**src/rtl/core/bgd_pkg.sv**
```systemverilog
// Shared types and constants for the button gesture detector.
package bgd_pkg;

    // Input sample: pressed pattern and millisecond timestamp
    typedef struct packed {
        logic [2:0]  buttons;
        logic [31:0] now_ms;
    } in_item_t;

    // Result: gesture code and the button combination it belongs to
    typedef struct packed {
        logic [1:0] gesture;
        logic [2:0] combo;
    } out_item_t;

    // Timing configuration
    typedef struct packed {
        logic [15:0] debounce_ms;
        logic [15:0] long_press_ms;
        logic [15:0] double_click_ms;
    } cfg_regs_t;

    // Gesture codes
    localparam logic [1:0] GESTURE_CLICK  = 2'd0;
    localparam logic [1:0] GESTURE_DOUBLE = 2'd1;
    localparam logic [1:0] GESTURE_LONG   = 2'd2;

    // Configuration register indexes
    localparam logic [1:0] CFG_DEBOUNCE     = 2'd0;
    localparam logic [1:0] CFG_LONG_PRESS   = 2'd1;
    localparam logic [1:0] CFG_DOUBLE_CLICK = 2'd2;

    // Register reset values
    localparam logic [15:0] DEBOUNCE_RESET     = 16'd20;
    localparam logic [15:0] LONG_PRESS_RESET   = 16'd500;
    localparam logic [15:0] DOUBLE_CLICK_RESET = 16'd150;

    // Click counter saturation and the count that means a double click
    localparam logic [2:0] CLICK_MAX    = 3'd7;
    localparam logic [2:0] CLICK_DOUBLE = 3'd2;

endpackage

```
**src/rtl/core/bgd_cfg_regs.sv**
```systemverilog
// Configuration register file for the button gesture detector.
module bgd_cfg_regs (
    input  logic              clk,
    input  logic              rst_n,
    input  logic              wr_en,
    input  logic [1:0]        wr_index,
    input  logic [15:0]       wr_data,
    output bgd_pkg::cfg_regs_t cfg
);
    import bgd_pkg::*;

    cfg_regs_t cfg_reg;
    cfg_regs_t cfg_next;

    always_comb
    begin
        cfg_next = cfg_reg;
        if (wr_en)
        begin
            case (wr_index)
                CFG_DEBOUNCE:     cfg_next.debounce_ms     = wr_data;
                CFG_LONG_PRESS:   cfg_next.long_press_ms   = wr_data;
                CFG_DOUBLE_CLICK: cfg_next.double_click_ms = wr_data;
                default:          cfg_next = cfg_reg;  // drop writes beyond the list
            endcase
        end
    end

    always_ff @(posedge clk or negedge rst_n)
    begin
        if (!rst_n)
        begin
            cfg_reg.debounce_ms     <= DEBOUNCE_RESET;
            cfg_reg.long_press_ms   <= LONG_PRESS_RESET;
            cfg_reg.double_click_ms <= DOUBLE_CLICK_RESET;
        end
        else
        begin
            cfg_reg <= cfg_next;
        end
    end

    assign cfg = cfg_reg;

endmodule

```
**src/rtl/core/bgd_engine.sv**
```systemverilog
// Gesture state registers and the single-pass update for one sample.
module bgd_engine (
    input  logic               clk,
    input  logic               rst_n,
    input  logic               step,
    input  bgd_pkg::in_item_t  sample,
    input  bgd_pkg::cfg_regs_t cfg,
    output logic               report,
    output bgd_pkg::out_item_t result
);
    import bgd_pkg::*;

    logic [2:0]  pattern_reg, pattern_next;
    logic [2:0]  combo_reg, combo_next;
    logic [31:0] stamp_reg, stamp_next;
    logic [2:0]  count_reg, count_next;
    logic        long_reg, long_next;

    logic [31:0] elapsed;
    logic [31:0] elapsed_after;
    logic [2:0]  count_inc;
    logic        change;
    logic [2:0]  combo_mid;
    logic [2:0]  count_mid;
    logic        long_mid;
    logic [31:0] stamp_mid;

    assign elapsed   = sample.now_ms - stamp_reg;
    assign change    = (sample.buttons != pattern_reg) && (elapsed > {16'd0, cfg.debounce_ms});
    assign count_inc = (count_reg < CLICK_MAX) ? count_reg + 3'd1 : count_reg;

    // Debounced pattern change; elapsed_after is now minus the updated stamp
    always_comb
    begin
        pattern_next  = pattern_reg;
        combo_mid     = combo_reg;
        stamp_mid     = stamp_reg;
        count_mid     = count_reg;
        long_mid      = long_reg;
        elapsed_after = elapsed;
        if (change)
        begin
            if (sample.buttons > pattern_reg)
            begin
                stamp_mid     = sample.now_ms;
                pattern_next  = sample.buttons;
                combo_mid     = sample.buttons;
                elapsed_after = 32'd0;
            end
            else if (sample.buttons == 3'd0)
            begin
                count_mid    = count_inc;
                pattern_next = 3'd0;
                if (elapsed >= {16'd0, cfg.long_press_ms})
                begin
                    long_mid      = 1'b1;
                    stamp_mid     = 32'd0;
                    elapsed_after = sample.now_ms;
                end
                else
                begin
                    long_mid = 1'b0;
                    if (count_inc > 3'd1)
                    begin
                        stamp_mid     = 32'd0;
                        elapsed_after = sample.now_ms;
                    end
                    else
                    begin
                        stamp_mid     = sample.now_ms;
                        elapsed_after = 32'd0;
                    end
                end
            end
            else
            begin
                // partial release: restart the stamp only
                stamp_mid     = sample.now_ms;
                elapsed_after = 32'd0;
            end
        end
    end

    // Report once the quiet window has passed with releases pending
    always_comb
    begin
        report     = (elapsed_after > {16'd0, cfg.double_click_ms}) && (count_mid != 3'd0);
        combo_next = combo_mid;
        stamp_next = stamp_mid;
        count_next = count_mid;
        long_next  = long_mid;
        if (long_mid)
        begin
            result.gesture = GESTURE_LONG;
        end
        else if (count_mid == CLICK_DOUBLE)
        begin
            result.gesture = GESTURE_DOUBLE;
        end
        else
        begin
            result.gesture = GESTURE_CLICK;
        end
        result.combo = combo_mid;
        if (report)
        begin
            combo_next = 3'd0;
            stamp_next = 32'd0;
            count_next = 3'd0;
        end
    end

    always_ff @(posedge clk or negedge rst_n)
    begin
        if (!rst_n)
        begin
            pattern_reg <= 3'd0;
            combo_reg   <= 3'd0;
            stamp_reg   <= 32'd0;
            count_reg   <= 3'd0;
            long_reg    <= 1'b0;
        end
        else if (step)
        begin
            pattern_reg <= pattern_next;
            combo_reg   <= combo_next;
            stamp_reg   <= stamp_next;
            count_reg   <= count_next;
            long_reg    <= long_next;
        end
    end

endmodule

```
**src/rtl/core/button_gesture_detector_core.sv**
```systemverilog
// Top level of the button gesture detector: handshakes, sample and result registers.
//
//  Channel | Signals                            | Direction | Moves
//  --------+------------------------------------+-----------+--------------------------
//  in      | in_valid, in_ready, in_item        | sink      | one sample per transfer
//  out     | out_valid, out_ready, out_item     | source    | one gesture per transfer
//  cfg     | cfg_valid, cfg_ready, cfg_index,   | sink      | one register write per
//          | cfg_data                           |           | transfer, always ready
//
// Flow: a sample transfer lands in the sample register; once the result register
// can take a gesture, the engine updates the gesture state and, when a gesture is
// due, loads the result register, which drives out_valid. One sample
// is taken every cycle while the result side keeps up.
// Reset: rst_n clears the gesture state, both valid flags and loads the
// register defaults (debounce 20, long press 500, double click 150).
// Stalls: while a result waits in the result register and out_ready is low, the
// sample register holds; in_ready drops only when that register is full too.
module button_gesture_detector_core (
    input  logic               clk,
    input  logic               rst_n,
    input  logic               in_valid,
    output logic               in_ready,
    input  bgd_pkg::in_item_t  in_item,
    output logic               out_valid,
    input  logic               out_ready,
    output bgd_pkg::out_item_t out_item,
    input  logic               cfg_valid,
    output logic               cfg_ready,
    input  logic [1:0]         cfg_index,
    input  logic [15:0]        cfg_data
);
    import bgd_pkg::*;

    // Sample register
    logic       s1_valid_reg, s1_valid_next;
    in_item_t   s1_item_reg;

    // Result register
    logic       out_valid_reg, out_valid_next;
    out_item_t  out_item_reg;

    cfg_regs_t  cfg;
    logic       out_free;
    logic       step;
    logic       report;
    out_item_t  result;

    // Configuration writes are taken at once
    assign cfg_ready = 1'b1;

    bgd_cfg_regs u_cfg (
        .clk      (clk),
        .rst_n    (rst_n),
        .wr_en    (cfg_valid),
        .wr_index (cfg_index),
        .wr_data  (cfg_data),
        .cfg      (cfg)
    );

    // Advance the held sample only when the result register can take a gesture
    assign out_free = !out_valid_reg || out_ready;
    assign step     = s1_valid_reg && out_free;
    assign in_ready = !s1_valid_reg || step;

    bgd_engine u_engine (
        .clk    (clk),
        .rst_n  (rst_n),
        .step   (step),
        .sample (s1_item_reg),
        .cfg    (cfg),
        .report (report),
        .result (result)
    );

    always_comb
    begin
        s1_valid_next = s1_valid_reg;
        if (in_valid && in_ready)
        begin
            s1_valid_next = 1'b1;
        end
        else if (step)
        begin
            s1_valid_next = 1'b0;
        end
    end

    always_comb
    begin
        out_valid_next = out_valid_reg;
        if (step && report)
        begin
            out_valid_next = 1'b1;
        end
        else if (out_ready)
        begin
            out_valid_next = 1'b0;
        end
    end

    always_ff @(posedge clk or negedge rst_n)
    begin
        if (!rst_n)
        begin
            s1_valid_reg  <= 1'b0;
            out_valid_reg <= 1'b0;
        end
        else
        begin
            s1_valid_reg  <= s1_valid_next;
            out_valid_reg <= out_valid_next;
        end
    end

    // Payload registers: load on transfer, hold otherwise
    always_ff @(posedge clk)
    begin
        if (in_valid && in_ready)
        begin
            s1_item_reg <= in_item;
        end
        if (step && report)
        begin
            out_item_reg <= result;
        end
    end

    assign out_valid = out_valid_reg;
    assign out_item  = out_item_reg;

    // An empty sample register always takes a new transfer
    a_ready_when_empty: assert property (@(posedge clk) disable iff (!rst_n)
        !s1_valid_reg |-> in_ready)
        else $error("in_ready low with empty sample register");

    // A held sample with a blocked result stays put
    a_sample_holds: assert property (@(posedge clk) disable iff (!rst_n)
        (s1_valid_reg && out_valid_reg && !out_ready) |=> s1_valid_reg)
        else $error("sample dropped while result stalled");

    // Only defined gesture codes leave the block
    a_gesture_code: assert property (@(posedge clk) disable iff (!rst_n)
        out_valid |-> (out_item.gesture == GESTURE_CLICK ||
                       out_item.gesture == GESTURE_DOUBLE ||
                       out_item.gesture == GESTURE_LONG))
        else $error("undefined gesture code");

endmodule

```
**config.mk**
```make
export PLATFORM = sky130hd
export DESIGN_NAME = button_gesture_detector_core
export DESIGN_NICKNAME = d
export VERILOG_FILES = /design/src/rtl/core/bgd_pkg.sv /design/src/rtl/core/bgd_cfg_regs.sv /design/src/rtl/core/bgd_engine.sv /design/src/rtl/core/button_gesture_detector_core.sv
export SDC_FILE = /design/constraint.sdc
export NUM_CORES = 1
export LEC_CHECK = 0
export ABC_AREA = 0
export BUFFER_PORTS_ARGS = -buffer_cell sky130_fd_sc_hd__buf_2
export CAP_MARGIN = 25
export CORE_UTILIZATION = 55
export DETAILED_ROUTE_END_ITERATION = 10
export PLACE_DENSITY = 0.77
export SYNTH_ARGS = -nofsm -noshare
export SYNTH_HDL_FRONTEND = slang
export SYNTH_SLANG_ARGS = --single-unit
```
**constraint.sdc**
```tcl
create_clock -name clk -period 6.99 [get_ports clk]
set_input_delay 0.699 -clock clk [delete_from_list [all_inputs] [get_ports clk]]
set_output_delay 0.699 -clock clk [all_outputs]
set_load 0.05 [all_outputs]
```
== Word level (Yosys, flattened, before mapping) ==
Cells that the tools add are included.

* Order comparisons: 6
* Bitwise operators: 0
* $mul: 0
* Eq/ne operators: 4
* Reductions and logical operators: 21
* Div/mod/pow operators: 0
* Shifts and indexed selects: 0
* Add/subtract/negate cells: 2
* Multiplexer cells: 30

{| class="wikitable"
|+ Operators with widths
! operator !! number
|-
| $mux 32 || 11
|-
| $gt 32x16->1 || 2
|-
| $ge 32x16->1 || 1
|-
| $sub 32x32->32 || 1
|-
| $mux 3 || 10
|-
| $mux 1 || 9
|-
| $reduce_and 2->1 || 4
|-
| $reduce_bool 2->1 || 4
|-
| $logic_and 1x1->1 || 5
|-
| $add 3x1->3 const B || 1
|-
| $eq 3x2->1 const B || 1
|-
| $gt 3x1->1 const B || 1
|-
| $gt 3x3->1 || 1
|-
| $logic_not 3->1 || 1
|-
| $lt 3x3->1 const B || 1
|-
| $ne 3x3->1 || 1
|-
| $reduce_and 3->1 || 1
|-
| $reduce_bool 3->1 || 1
|-
| $eq 2x1->1 const B || 1
|-
| $eq 2x2->1 const B || 1
|-
| $logic_not 1->1 || 2
|-
| $logic_not 2->1 || 1
|-
| $logic_or 1x1->1 || 2
|}

* Register bits after elaboration: 132
* Output and inout port bits: 8
* Bits in latches: 0
* RAM bits: 0
* Memories: 0
* ROM bits: 0
* Logic and storage cells: 77

== Longest topological paths before layout ==
* Word-level depth: 12
* Depth in mapped cells: 35
* Gate-level depth less buffers: 32

== Hierarchy ==
A second synthesis with hierarchy kept.

* Cells, all modules: 831
* Area total of the unflattened synthesis: 8633.3 µm²

{| class="wikitable"
|+ By module, submodules not included
! module !! instances !! cells each !! area each (µm²) !! sequential area each (µm²)
|-
| bgd_engine || 1 || 677 || 5479.0 || 1051.0
|-
| bgd_cfg_regs || 1 || 102 || 1830.5 || 1216.2
|-
| button_gesture_detector_core || 1 || 52 || 1323.8 || 1251.2
|}

== Worst setup path before layout ==
No wires, ideal clock.

* Path type: flip-flop to flip-flop
* From: register s1_item_reg[2] in the netlist's numbering
* To: register out_item_reg (netlist bit out_item[0]), enable pin
* Clock period less this slack: 6.655 ns
* Cell stages (with the launch flop): 31
* Data required time: 6.602 ns
* Setup slack: 0.335 ns
* Data arrival time: 6.268 ns
* Library setup time: 0.388 ns
* Cells stage by stage: edfxtp_1 -> ha_1 -> nor2b_1 -> o2111a_1 -> a211o_1 -> a21o_1 -> a21oi_1 -> xnor2_1 -> ha_1 -> nand4_1 -> or3_1 -> nor4_1 -> nor2_1 -> a21oi_1 -> inv_1 -> or4b_1 -> buf_2 -> nand2_2 -> buf_1 -> a22o_1 -> ha_1 -> a21o_1 -> a21o_1 -> a21oi_1 -> nor2b_1 -> o21ai_0 -> a21oi_1 -> a211oi_1 -> a21oi_1 -> a21oi_2 -> nor4_1

* Word-level cells in the longest chain between the ends: 9

{| class="wikitable"
|+ RTL lines
! item !! line !! source
|-
| start, declared || button_gesture_detector_core.sv:36 || <nowiki>in_item_t s1_item_reg;</nowiki>
|-
| start signal, assigned || button_gesture_detector_core.sv:120 || <nowiki>s1_item_reg <= in_item;</nowiki>
|-
| $sub 32x32->32 || bgd_engine.sv:28 || <nowiki>assign elapsed = sample.now_ms - stamp_reg;</nowiki>
|-
| $ge 32x16->1 || bgd_engine.sv:54 || <nowiki>if (elapsed >= {16'd0, cfg.long_press_ms})</nowiki>
|-
| $mux 32 || bgd_engine.sv:54 ||
|-
| $mux 32 || bgd_engine.sv:50 || <nowiki>else if (sample.buttons == 3'd0)</nowiki>
|-
| $mux 32 || bgd_engine.sv:43 || <nowiki>if (sample.buttons > pattern_reg)</nowiki>
|-
| $mux 32 || bgd_engine.sv:41 || <nowiki>if (change)</nowiki>
|-
| $gt 32x16->1 || bgd_engine.sv:87 || <nowiki>report = (elapsed_after > {16'd0, cfg.double_click_ms}) && (count_mid != 3'd0);</nowiki>
|-
| $logic_and 1x1->1 * || bgd_engine.sv:87 ||
|-
| $logic_and 1x1->1 * || button_gesture_detector_core.sv:122 || <nowiki>if (step && report)</nowiki>
|-
| end signal, assigned || button_gesture_detector_core.sv:124 || <nowiki>out_item_reg <= result;</nowiki>
|-
| end, declared || button_gesture_detector_core.sv:40 || <nowiki>out_item_t out_item_reg;</nowiki>
|}

Every way passes the cells marked *; elsewhere a longest branch is shown, timed or not.
A chain may end at the register's enable or synchronous reset.

== Worst setup path after layout ==
* From: register s1_item_reg[2] in the netlist's numbering
* To: register u_engine.stamp_reg[13]

* Word-level cells in the longest chain between the ends: 10

{| class="wikitable"
|+ RTL lines
! item !! line !! source
|-
| $sub 32x32->32 || bgd_engine.sv:28 ||
|-
| $ge 32x16->1 || bgd_engine.sv:54 ||
|-
| $mux 32 || bgd_engine.sv:54 ||
|-
| $mux 32 || bgd_engine.sv:50 ||
|-
| $mux 32 || bgd_engine.sv:43 ||
|-
| $mux 32 || bgd_engine.sv:41 ||
|-
| $gt 32x16->1 || bgd_engine.sv:87 ||
|-
| $logic_and 1x1->1 || bgd_engine.sv:87 ||
|-
| $reduce_bool 2->1 (no source line) || - ||
|-
| $reduce_and 2->1 (no source line) || - ||
|-
| end signal, assigned || bgd_engine.sv:127 || <nowiki>stamp_reg <= stamp_next;</nowiki>
|-
| end, declared || bgd_engine.sv:15 || <nowiki>logic [31:0] stamp_reg, stamp_next;</nowiki>
|}

Several ways; a longest one is shown, not always the timed one. The select of a mux whose other input is x is not followed.

==> out/results.tsv <==
metric	value	unit
crit_path_start_kind	flip-flop	
area_delta_synth_final	14.1	%
async_reset_ff_share	69.7	%
critPathMaxFanout	16	
path_common_cell	a21oi_2	
cp_slowest_cell	or4b_1	
rows	46	
initial_core_util	56.5	%
crit_arrival	6990	ps
cap_violations	0	
place_area	9590	sq um
cp-end-kind	flip-flop	
detail-route-antenna-nets	0	
drc	0	
dieArea	16800	sq um
relSlewSlack	35.7	%
post-place-ws	89.0	ps
path_class	reg -> reg	
final-max-slew-violation-count	0	
hold_buffers	0	
final-setup-viol-count	0	
fin_skew	11.3	ps
path_delay_family	compound AO/OA/AOI/OAI gates	
clkLatencyLatePin	440	ps
p_per_area	468	nW/um^2
rr_startpoint	s1_item_reg[2]	
hp-class	in -> async	
fin_util	64.5	%
dr.pass1.iters	5	
grt_usage	27.2	%
path_clk_slew	60	ps
gp_congestion	0.909	
totalPowerFinal	0.00480	W
grt_max_degree	62	
synth.distinct_cells	78	
synth_edf_count	40	
synth_seq_cells	132	
yosysTopAreaCell	dfrtp_1	
grt_pass1_vias	7017	
worstPathBufferInverterCount	3	
vias_per_cell	5.89	
whs	196	ps
num_antenna_cells	0	
die_w	130	um
cts.sinks	132	
io_pins	66	
critPathRequiredTime	7330	ps
clockBufferDepth	2	
drive_above_1_share	22.1	%
cellLeakagePower	4.66	nW
cts_root_buffer	clkbuf_16	
fin_crit_sh	95.1	%
die_y	130	um
finish.instance_area	10200	sq um
syn_area	8980	sq um
syn_inst	915	
finalWirelength	21400	um
core	15900	sq um
grt_pass1_wl	34900	um
cp-startpoint	s1_item_reg[2]	
h-tree-depth	4	
io_buffer_count	64	
antenna_found_initial	0	
status	complete, no violations	
fin_crit	6650	ps
grt_overflow	0	
ys_seq_area_share	39.2	%
largest_register_ffs	48	
avgSynthCellArea	9.82	sq um
drtIter0Drc	546	
via_count	7149	
syn-num-nets	1057	
cts_made_buffers	17	
fin_ws	340	ps
slowest_delay	570	ps
synth_top_flop_cell	dfrtp_1	
vdd_drop_max	256	uV
timing.fmax	150	MHz
synth_top_area_share	22.3	%
worst_pin_slew	965	ps
hpwl	15600	um
yosysWarnings	0	
final_hold_viol_count	0	
synthTopCellsByArea	dfrtp_1 (22%), edfxtp_1 (13%), ha_1 (12%)	
wl_per_cell	17.6	um
cts_tree	done	
layout.nets	1127	
-- per-stage QoR --
stage | setup TNS [ps] | std cells
after global placement | 0 | 1180
after global routing | -28.4 | 1214
after floorplan | 0 | 915
after CTS | 0 | 1212
after detailed placement | 0 | 1180
final | 0 | 1214
-- Yosys cell counts, drive strengths merged, types with 9 or more instances --
cell / instances
nand3: 11
a21oi: 65
a22o: 16
nor4: 10
o211ai: 14
edfxtp: 40
clkbuf: 18
dfstp: 12
o21a: 12
mux2: 35
xnor2: 13
nand2: 69
nand4: 18
a21o: 20
inv: 129
nand2b: 11
o32ai: 33
buf: 14
nor2: 51
dfrtp: 80
ha: 83
o21ai: 45
nor2b: 9
-- repair_timing --
item                                    4_1_cts  5_1_grt
gates resized for setup                       0       15
hold endpoints to repair                      0        0
setup buffers                                 0        1
endpoints found under the setup margin        0       44
-- final timing paths --
| path | end | slack [ps] | cells after the start |
|---|---|---|---|
| min reg2reg | u_engine.combo_reg[1] | 490 | 2 |
| max | u_engine.stamp_reg[13] | 340 | 30 |
| max in group asynchronous | u_engine.pattern_reg[1] | 5640 | 2 |
| min in group clk | s1_item_reg[27] | 430 | 1 |
| max reg2reg | u_engine.stamp_reg[13] | 340 | 30 |
| min | u_cfg.cfg[43] | 200 | 1 |
-- per-layer routing --
layer,GRT usage [%],share of wire [%],up-vias
met1,35.3,45,3429
met3,6.89,5.2,51
met5,0,0,-
met2,43.4,47,198
li1,-,-,3471
met4,11.6,2.8,0
-- cell families after synthesis --
family                     synth area share, %
xor gates and xnor gates                  1.95
buffers and inverters                     7.22
DFF                                       39.2
adders and majority gates                 11.8
other                                   0.0417
muxes                                     4.95
AOI/OAI and AO/OA                         22.4
and+or+nand+nor                           12.5
-- layout make-up --
cell class | instances | area, sq um
flip-flops and latches | 132 | 3520
multi-input cells | 622 | 4900
fillers | 1319 | 5640
inverters | 129 | 484
well taps | 216 | 270
repair buffers | 83 | 498
clock buffers | 19 | 453
clock inverters | 13 | 123
-- power breakdown --
group	switching (W)	internal (W)	total, W
Clock	0.000362	0.000511	0.000872
Combinational	0.00168	0.00115	0.00283
Sequential	0.0000977	0.00100	0.00110
Total	0.00214	0.00266	0.00480
-- layout by cell type, fill, tap and decap left out, types with 12 or more instances in the layout --
cell type / synthesis / routed
dfrtp_1: 80 / 80
nand4_1: 18 / 18
a21oi_1: 61 / 57
inv_1: 129 / 128
clkbuf_16: 0 / 17
xnor2_1: 13 / 12
buf_4: 1 / 17
o21ai_0: 40 / 39
a22o_1: 16 / 16
edfxtp_1: 40 / 40
nand2_1: 68 / 68
o32ai_2: 30 / 31
mux2_2: 35 / 35
buf_2: 8 / 63
o211ai_1: 14 / 14
a21o_1: 20 / 20
nor2_1: 51 / 51
dfstp_2: 12 / 12
ha_1: 83 / 83
Note: power is estimated with default switching activity, not from simulation.
